==> config.mk <==
export PLATFORM = sky130hd
export DESIGN_NAME = seq_jitter_buffer_core
export DESIGN_NICKNAME = d
export VERILOG_FILES = /design/src/sjb_pkg.sv /design/src/seq_jitter_buffer_core.sv /design/src/sjb_ram.sv /design/src/sjb_scan.sv
export SDC_FILE = /design/constraint.sdc
export NUM_CORES = 2
export LEC_CHECK = 0
export ABC_CLOCK_PERIOD_IN_PS = 5800
export BUFFER_PORTS_ARGS = -buffer_cell sky130_fd_sc_hd__buf_2
export CAP_MARGIN = 0
export CORE_MARGIN = 4
export CORE_UTILIZATION = 45
export DETAILED_ROUTE_END_ITERATION = 6
export PLACE_DENSITY = 0.74
export SLEW_MARGIN = 30
export SYNTH_ARGS = -nofsm -noshare
export SYNTH_HDL_FRONTEND = slang
export SYNTH_SLANG_ARGS = --single-unit
==> constraint.sdc <==
create_clock -name clk -period 5.8 [get_ports clk]
set_input_delay 0.58 -clock clk [delete_from_list [all_inputs] [get_ports clk]]
set_output_delay 0.58 -clock clk [all_outputs]
set_load 0.05 [all_outputs]
==> src/sjb_pkg.sv <==
// Shared types, field widths and codes for the sequence-number jitter buffer.
`timescale 1ns / 1ps
package sjb_pkg;

  // Field widths fixed by the interface
  localparam int SEQ_W    = 16;
  localparam int HANDLE_W = 32;
  localparam int LEN_W    = 16;
  localparam int FILL_W   = 5;
  localparam int STATUS_W = 4;
  localparam int OP_W     = 2;
  localparam int DIST_W   = SEQ_W + 1;

  // Default table size and register reset value
  localparam int CAPACITY_DEF = 16;
  localparam logic [FILL_W-1:0] MIN_FRAMES_RST = FILL_W'(3);

  // Operation codes
  localparam logic [OP_W-1:0] OP_PUSH  = 2'd0;
  localparam logic [OP_W-1:0] OP_POP   = 2'd1;
  localparam logic [OP_W-1:0] OP_CLEAR = 2'd2;

  // Result status codes
  localparam logic [STATUS_W-1:0] ST_STORED  = 4'd0;
  localparam logic [STATUS_W-1:0] ST_LATE    = 4'd1;
  localparam logic [STATUS_W-1:0] ST_DUP     = 4'd2;
  localparam logic [STATUS_W-1:0] ST_EMPTY   = 4'd3;
  localparam logic [STATUS_W-1:0] ST_FULL    = 4'd4;
  localparam logic [STATUS_W-1:0] ST_POPPED  = 4'd5;
  localparam logic [STATUS_W-1:0] ST_UNDER   = 4'd6;
  localparam logic [STATUS_W-1:0] ST_WAITING = 4'd7;
  localparam logic [STATUS_W-1:0] ST_CLEARED = 4'd8;

  // Distance that no held entry can reach
  localparam logic [DIST_W-1:0] DIST_NONE = {1'b1, {SEQ_W{1'b0}}};

  typedef struct packed {
    logic [OP_W-1:0]     opcode;
    logic [SEQ_W-1:0]    seq;
    logic [HANDLE_W-1:0] frame_handle;
    logic [LEN_W-1:0]    frame_length;
    logic                require_min;
  } item_t;

  typedef struct packed {
    logic [STATUS_W-1:0] status;
    logic [SEQ_W-1:0]    out_seq;
    logic [HANDLE_W-1:0] out_handle;
    logic [LEN_W-1:0]    out_length;
    logic [FILL_W-1:0]   fill_count;
  } result_t;

  // Control for the shared distance and compare unit
  typedef struct packed {
    logic             start;
    logic             en;
    logic             entry_valid;
    logic [SEQ_W-1:0] entry_seq;
    logic [SEQ_W-1:0] base;
  } scan_ctl_t;

endpackage

==> src/seq_jitter_buffer_core.sv <==
// Top level of the sequence-number jitter buffer: sequencer, valid bits and entry storage.
//
// Usage: items (push, pop or clear) enter on the item channel, qualified by
// item_valid and taken at an edge where item_stall is low. Each item gives
// exactly one transaction on the result channel, held in an output register
// until result_stall is low. One write on the cfg channel sets the minimum
// number of buffered frames; cfg_ready is always high.
// Timing: one item at a time. Empty, late, clear and underfilled decisions
// pass from acceptance through S_CHECK and S_RESP to the output register.
// Push and pop scan every table entry through the shared compare unit, one
// entry per cycle from the sequence-number RAM, then pass through S_EVAL;
// a pop that delivers a frame also reads the payload RAM in S_FETCH.
// The scan over CAPACITY entries sets the throughput: the next item is taken
// in the cycle after the previous result enters the output register.
// Reset: the table is empty, the expected number unknown, the register 3.
// The entry RAMs are not cleared; per-entry valid bits guard them.
// A stalled result does not block acceptance of the next item, but that
// item's result waits until the output register is free.
`timescale 1ns / 1ps
module seq_jitter_buffer_core #(
  parameter int CAPACITY = sjb_pkg::CAPACITY_DEF
) (
  input  logic                       clk,
  input  logic                       rst,
  input  logic                       item_valid,
  output logic                       item_stall,
  input  sjb_pkg::item_t             item,
  output logic                       result_valid,
  input  logic                       result_stall,
  output sjb_pkg::result_t           result,
  input  logic                       cfg_valid,
  output logic                       cfg_ready,
  input  logic [sjb_pkg::FILL_W-1:0] cfg_data
);
  import sjb_pkg::*;

  localparam int IDX_W = $clog2(CAPACITY);
  localparam int CNT_W = $clog2(CAPACITY + 1);
  localparam int CMP_W = (CNT_W > FILL_W + 1) ? CNT_W : FILL_W + 1;
  localparam logic [CNT_W-1:0] CAP_CNT = CNT_W'(CAPACITY);

  // Sequencer states
  localparam logic [2:0] S_IDLE  = 3'd0;
  localparam logic [2:0] S_CHECK = 3'd1;
  localparam logic [2:0] S_SCAN  = 3'd2;
  localparam logic [2:0] S_EVAL  = 3'd3;
  localparam logic [2:0] S_FETCH = 3'd4;
  localparam logic [2:0] S_RESP  = 3'd5;

  logic [2:0]              state;
  item_t                   cur;
  result_t                 rsp;
  logic [FILL_W-1:0]       min_frames;
  logic [CAPACITY-1:0]     entry_valid;
  logic [CNT_W-1:0]        held;
  logic [SEQ_W-1:0]        expected;
  logic                    known;
  logic [CNT_W-1:0]        scan_cnt;
  logic                    chk_en;
  logic [IDX_W-1:0]        chk_idx;

  scan_ctl_t               scan_ctl;
  logic [DIST_W-1:0]       best_dist;
  logic [IDX_W-1:0]        best_idx;
  logic [SEQ_W-1:0]        best_seq;
  logic                    free_found;
  logic [IDX_W-1:0]        free_idx;

  logic [SEQ_W-1:0]        seq_rdata;
  logic [HANDLE_W+LEN_W-1:0] data_rdata;
  logic                    store_we;

  logic [SEQ_W-1:0]        behind;
  logic                    is_late;
  logic                    underfilled;
  logic [1:0]              window;
  logic                    must_wait;
  logic                    scan_issue;
  logic                    out_free;
  logic                    out_load;

  assign item_stall = (state != S_IDLE);
  assign cfg_ready  = 1'b1;
  assign out_free   = !result_valid || !result_stall;
  assign out_load   = (state == S_RESP) && out_free;

  // Late push: 1 to 32767 behind the expected number.
  assign behind  = expected - cur.seq;
  assign is_late = known && (behind != '0) && !behind[SEQ_W-1];

  // Pop refused while the table is empty or, with require_min set, below the minimum fill.
  assign underfilled = (held == '0) ||
                       (cur.require_min && (CMP_W'(held) < CMP_W'(min_frames)));

  // Wait window max(1, min(2, min/3)) reduces to 2 from six frames up, else 1.
  assign window    = (min_frames >= FILL_W'(6)) ? 2'd2 : 2'd1;
  assign must_wait = cur.require_min && known &&
                     (best_dist <= DIST_W'(window)) &&
                     (CMP_W'(held) < (CMP_W'(min_frames) + CMP_W'(window)));

  // Scan drives the shared unit one entry per cycle from the registered RAM read.
  assign scan_issue        = (state == S_SCAN) && (scan_cnt < CAP_CNT);
  assign scan_ctl.start    = (state == S_CHECK);
  assign scan_ctl.en       = (state == S_SCAN) && chk_en;
  assign scan_ctl.entry_valid = entry_valid[chk_idx];
  assign scan_ctl.entry_seq   = seq_rdata;
  assign scan_ctl.base     = (cur.opcode == OP_PUSH) ? cur.seq :
                             (known ? expected : '0);

  // A stored push writes both RAMs at the first free slot.
  assign store_we = (state == S_EVAL) && (cur.opcode == OP_PUSH) &&
                    (best_dist != '0) && free_found;

  sjb_scan #(.IDX_W(IDX_W)) u_scan (
    .clk        (clk),
    .rst        (rst),
    .ctl        (scan_ctl),
    .idx        (chk_idx),
    .best_dist  (best_dist),
    .best_idx   (best_idx),
    .best_seq   (best_seq),
    .free_found (free_found),
    .free_idx   (free_idx)
  );

  sjb_ram #(.WIDTH(SEQ_W), .DEPTH(CAPACITY)) u_seq_ram (
    .clk   (clk),
    .we    (store_we),
    .waddr (free_idx),
    .wdata (cur.seq),
    .raddr (scan_cnt[IDX_W-1:0]),
    .rdata (seq_rdata)
  );

  sjb_ram #(.WIDTH(HANDLE_W + LEN_W), .DEPTH(CAPACITY)) u_data_ram (
    .clk   (clk),
    .we    (store_we),
    .waddr (free_idx),
    .wdata ({cur.frame_handle, cur.frame_length}),
    .raddr (best_idx),
    .rdata (data_rdata)
  );

  // Item capture.
  always_ff @(posedge clk) begin
    if (state == S_IDLE && item_valid) begin
      cur <= item;
    end
  end

  // Sequencer, table bookkeeping and output register.
  always_ff @(posedge clk) begin
    if (rst) begin
      state        <= S_IDLE;
      min_frames   <= MIN_FRAMES_RST;
      entry_valid  <= '0;
      held         <= '0;
      expected     <= '0;
      known        <= 1'b0;
      scan_cnt     <= '0;
      chk_en       <= 1'b0;
      chk_idx      <= '0;
      rsp          <= '0;
      result       <= '0;
      result_valid <= 1'b0;
    end else begin
      if (cfg_valid && cfg_ready) begin
        min_frames <= cfg_data;
      end

      // The output register fills from the sequencer and empties on acceptance.
      if (out_load) begin
        result_valid <= 1'b1;
      end else if (result_valid && !result_stall) begin
        result_valid <= 1'b0;
      end

      case (state)
        S_IDLE: begin
          if (item_valid) begin
            rsp   <= '0;
            state <= S_CHECK;
          end
        end

        // Decisions that need no scan.
        S_CHECK: begin
          scan_cnt <= '0;
          chk_en   <= 1'b0;
          case (cur.opcode)
            OP_PUSH: begin
              if (cur.frame_length == '0) begin
                rsp.status <= ST_EMPTY;
                state      <= S_RESP;
              end else if (is_late) begin
                rsp.status <= ST_LATE;
                state      <= S_RESP;
              end else begin
                state <= S_SCAN;
              end
            end
            OP_POP: begin
              if (underfilled) begin
                rsp.status <= ST_UNDER;
                state      <= S_RESP;
              end else begin
                state <= S_SCAN;
              end
            end
            OP_CLEAR: begin
              entry_valid <= '0;
              held        <= '0;
              expected    <= '0;
              known       <= 1'b0;
              rsp.status  <= ST_CLEARED;
              state       <= S_RESP;
            end
            default: begin
              rsp.status <= ST_UNDER;
              state      <= S_RESP;
            end
          endcase
        end

        // Read every entry; the compare runs in the cycle after the read.
        S_SCAN: begin
          chk_en  <= scan_issue;
          chk_idx <= scan_cnt[IDX_W-1:0];
          if (scan_issue) begin
            scan_cnt <= scan_cnt + 1'b1;
          end else if (!chk_en) begin
            state <= S_EVAL;
          end
        end

        // Act on the nearest entry and the first free slot.
        S_EVAL: begin
          if (cur.opcode == OP_PUSH) begin
            if (best_dist == '0) begin
              rsp.status <= ST_DUP;
            end else if (held == CAP_CNT) begin
              rsp.status <= ST_FULL;
            end else begin
              entry_valid[free_idx] <= 1'b1;
              held                  <= held + 1'b1;
              if (!known) begin
                expected <= cur.seq;
                known    <= 1'b1;
              end
              rsp.status <= ST_STORED;
            end
            state <= S_RESP;
          end else if (best_dist == DIST_NONE) begin
            rsp.status <= ST_UNDER;
            state      <= S_RESP;
          end else if ((best_dist != '0) && must_wait) begin
            rsp.status <= ST_WAITING;
            state      <= S_RESP;
          end else begin
            state <= S_FETCH;
          end
        end

        // Payload RAM data for the chosen entry is ready; deliver it.
        S_FETCH: begin
          rsp.status            <= ST_POPPED;
          rsp.out_seq           <= best_seq;
          rsp.out_handle        <= data_rdata[HANDLE_W+LEN_W-1:LEN_W];
          rsp.out_length        <= data_rdata[LEN_W-1:0];
          entry_valid[best_idx] <= 1'b0;
          held                  <= held - 1'b1;
          expected              <= best_seq + 1'b1;
          known                 <= 1'b1;
          state                 <= S_RESP;
        end

        // Hand the result to the output register once it is free.
        S_RESP: begin
          if (out_free) begin
            result <= {rsp.status, rsp.out_seq, rsp.out_handle, rsp.out_length,
                       FILL_W'(held)};
            state  <= S_IDLE;
          end
        end

        default: begin
          state <= S_IDLE;
        end
      endcase
    end
  end

endmodule

==> src/sjb_ram.sv <==
// Generic simple dual-port RAM with a registered read port.
`timescale 1ns / 1ps
module sjb_ram #(
  parameter int WIDTH = 16,
  parameter int DEPTH = 16
) (
  input  logic                     clk,
  input  logic                     we,
  input  logic [$clog2(DEPTH)-1:0] waddr,
  input  logic [WIDTH-1:0]         wdata,
  input  logic [$clog2(DEPTH)-1:0] raddr,
  output logic [WIDTH-1:0]         rdata
);

  logic [WIDTH-1:0] mem [DEPTH];

  // One write and one registered read per cycle.
  always_ff @(posedge clk) begin
    if (we) begin
      mem[waddr] <= wdata;
    end
    rdata <= mem[raddr];
  end

endmodule

==> src/sjb_scan.sv <==
// Shared forward-distance and compare unit that tracks the nearest entry and the first free slot.
`timescale 1ns / 1ps
module sjb_scan #(
  parameter int IDX_W = 4
) (
  input  logic                      clk,
  input  logic                      rst,
  input  sjb_pkg::scan_ctl_t        ctl,
  input  logic [IDX_W-1:0]          idx,
  output logic [sjb_pkg::DIST_W-1:0] best_dist,
  output logic [IDX_W-1:0]          best_idx,
  output logic [sjb_pkg::SEQ_W-1:0] best_seq,
  output logic                      free_found,
  output logic [IDX_W-1:0]          free_idx
);
  import sjb_pkg::*;

  logic [DIST_W-1:0] fwd_dist;

  // Forward distance from the base number, modulo 2^16.
  assign fwd_dist = {1'b0, ctl.entry_seq - ctl.base};

  // Keep the first entry at the least distance and the first empty slot seen.
  always_ff @(posedge clk) begin
    if (rst || ctl.start) begin
      best_dist  <= DIST_NONE;
      free_found <= 1'b0;
    end else if (ctl.en) begin
      if (ctl.entry_valid && (fwd_dist < best_dist)) begin
        best_dist <= fwd_dist;
        best_idx  <= idx;
        best_seq  <= ctl.entry_seq;
      end
      if (!ctl.entry_valid && !free_found) begin
        free_found <= 1'b1;
        free_idx   <= idx;
      end
    end
  end

endmodule

==> results.yml <==
cts:
  cts_buffer_depth: 3
  post_cts_buffers: 0
  cts_sinks: 1395
  cts.clk_slew.worst_paths_ns: 0.06
  clk_latency_ns: 0.75
  numCtsBuffers: 137
  cts_tree: "built"
  root_buffer: "clkbuf_16"
  htreeDepth: 4
synth:
  synth_edf_count: 1115
  synth-simple-area-share_pct: 4.980
  synth_area_um2: 53540
  async_reset_ff_share_pct: 0
  synth_top_cell_area_share_pct: 62.54
  yosys.area.top_type: "edfxtp_1"
  synthAdderAreaFrac_pct: 1.599
  syn_avg_cell_area_um2: 17.49
  synth_top_family_by_area: "multiplexers"
  synth_flop_cell: "edfxtp_1"
  muxShareOfSynthArea_pct: 13.82
  synth-compound-area-share_pct: 4.377
  synthCells: 3061
  yosysWarnings: 0
  synth_seq_cells: 1395
  synth_area_leaders: "edfxtp_1, mux4_2, dfxtp_1"
  syn_nets: 3204
  ys_types: 65
  synthXorXnorAreaFrac_pct: 0.6053
  yosysSeqAreaShare_pct: 73.01
critical_path:
  critical_path_peak_fanout: 25
  worst_setup_path_start_kind: "flip-flop"
  cp_data_arrival_time_ns: 5.91
  crit_path_end_kind: "flip-flop"
  cp.required_ns: 6.39
  critPathKind: "flip-flop to flip-flop"
placement:
  dp_hpwl_um: 71320
  gp_congestion: 0.8795
  placed_cells: 4666
  postPlaceCellArea_um2: 56680
  port_buffers: 151
  place_ws_ns: 0.3752
layout:
  drive_above_1_share_pct: 23.27
  ff_latch_area_um2: 39090
  multi_input_area_um2: 13780
  stdcell_count: 4956
  finalInstanceArea_um2: 61680
  layout_common_cells: "edfxtp_1, mux4_2, nand2_1, dfxtp_1, a21oi_1"
  area_delta_synth_final_pct: 15.20
  layout.nets: 3452
  layout_commonest_cell: "edfxtp_1"
  n_antenna_cell: 0
  n_fill_cell: 9115
detailed_routing:
  vias: 29350
  firstDrtPassIters: 6
  drtAntennaViolNets: 0
  wire_per_inst_um: 26.00
  remaining_drc_errors: 0
  drt_iter0_drc: 3344
  vias_per_cell: 5.923
  finalWirelength_um: 128900
timing:
  rsz0062_at_grt: "no"
  max_freq_ghz: 0.1882
  hold_violations: 0
  layout_setup_ws_ns: 0.4853
  period_needed_ns: 5.315
  slew_violations: 0
  fin_skew_ns: 0.03808
  tightest_slew_ns: 0.9919
  finalSetupTns_ns: 0
  max_slew_margin_pct: 33.87
  fin_crit_sh_pct: 91.63
  setup_violations: 0
  holdWs_ns: 0.03194
global_route:
  grt_usage_pct: 20.58
  overflow: 0
  grt_pass1_vias: 29240
  grt_pass1_wl_um: 192900
  antenna_found_initial: 1
  grt_max_degree: 110
die:
  dieArea_um2: 124600
  initial_core_util_pct: 45.34
  io_pins: 153
  fp.dieH_um: 352.9
  core_um2: 118100
  fp.dieW_um: 352.9
  rows: 126
power_and_ir_drop:
  worst_ir_drop_vdd_mv: 0.3425
  p_per_area_nw_per_um2: 370.0
  leakage_nw: 20.20
run:
  cap_violations: 0
hold_path:
  hp-class: "input pin to flip-flop"
status:
  status: "finished, final reports clean"
[per-layer routing]
layer	share of wire, %	GRT usage (%)	wire (um)	vias up
met5	0	0	0	-
met4	2.1	5.298	2682	0
met3	8.9	3.879	11520	190
met2	48	32.96	62090	1494
met1	41	29.36	52570	15150
li1	-	-	-	12520
[final timing paths]
| check | end | slack [ns] | cells after the start | start |
|---|---|---|---|---|
| min | cur[8] | 0.03 | 1 | item[8] |
| min reg2reg | u_scan.best_seq[0] | 0.43 | 0 | u_seq_ram.rdata[0] |
| max reg2reg | u_scan.best_dist[6] | 0.49 | 22 | cur[65] |
| max | u_scan.best_dist[6] | 0.49 | 22 | cur[65] |
[cell families (layout without fill, tap and decap cells)]
kind of cell | count (synthesis) | after routing
other | 1 | 1
multiplexers | 333 | 333
AND/OR/NAND/NOR | 601 | 601
AO/OA/AOI/OAI | 401 | 401
adder cells (fa/ha/maj) | 66 | 66
buffers and inverters | 227 | 586
flip-flops | 1395 | 1395
XOR/XNOR | 37 | 37
[report_power, final]
group          internal (mW)  switching (mW)  total, mW  leakage (nW)
clock                   5.20            3.76       8.96          2.22
combinational          0.669            1.36       2.03          5.64
sequential              11.4           0.462       11.8          12.3
total                   17.2            5.58       22.8          20.2
[worst max-delay path: stages (launching register included)]
cell and delay, ns:
edfxtp_1 0.51, or2_2 0.35, nand3_1 0.09, nand2_1 0.08, ha_1 0.23, fa_1 0.47, nor2b_1 0.13, o21ai_0 0.10
a21oi_1 0.25, nor2_1 0.08, o21ba_2 0.23, o211a_1 0.26, or3_1 0.41, o311ai_1 0.38, ha_1 0.32, and4b_1 0.19
a21oi_1 0.14, o211ai_1 0.13, a211oi_2 0.22, buf_4 0.32, nor2_1 0.07, a21oi_1 0.14, nor2_1 0.06
[synthesized netlist by cell type, drive strengths merged (5+ instances only)]
library cell	instances
a21o	10
o21a	7
dfxtp	280
inv	62
clkbuf	136
a21oi	237
and2	5
buf	29
nand2b	14
nand4	10
mux2i	7
a22oi	20
mux4	325
o211ai	9
nand3b	9
o21ai	47
nor2b	12
and3	21
xnor2	26
xor2	11
ha	62
or3	5
nand3	77
nand2	291
a31oi	12
edfxtp	1115
nor3	15
a211oi	27
nor2	115
nor4	11
[state kept, by name, summed over array words and instances (netlist names), 3 cells and up]
name	flops
state	3
expected	16
held	5
u_data_ram.mem	768
min_frames	5
u_seq_ram.rdata	16
u_seq_ram.mem	256
rsp	68
chk_idx	4
u_data_ram.rdata	48
u_scan.best_dist	17
u_scan.best_idx	4
u_scan.free_idx	4
entry_valid	16
scan_cnt	5
result	73
u_scan.best_seq	16
cur	67
[stage by stage]
| step | power (mW) | util [%] |
|---|---|---|
| floorplan | 13.20 | - |
| global placement | 13.96 | 47.94 |
| detailed placement | 14.01 | 48.00 |
| CTS | 22.94 | 52.20 |
| global route | 23.67 | 52.23 |
| finish | 22.82 | 52.23 |
[area by class of cell]
cell class                      count  area share (%)
Multi-Input combinational cell   1439           22.34
Tap cell                         1536           3.116
Inverter                           62          0.3834
Sequential cell                  1395           63.38
Timing Repair Buffer              274           3.374
Clock inverter                     71           1.353
Clock buffer                      179           6.047
[timing repair]
action,4_1_cts,5_1_grt
hold buffers,39,0
endpoints found under the setup margin,0,35
gates resized for setup,0,5
endpoints found under the hold margin,39,0
No activity file was read; power rests on OpenSTA's default activity.
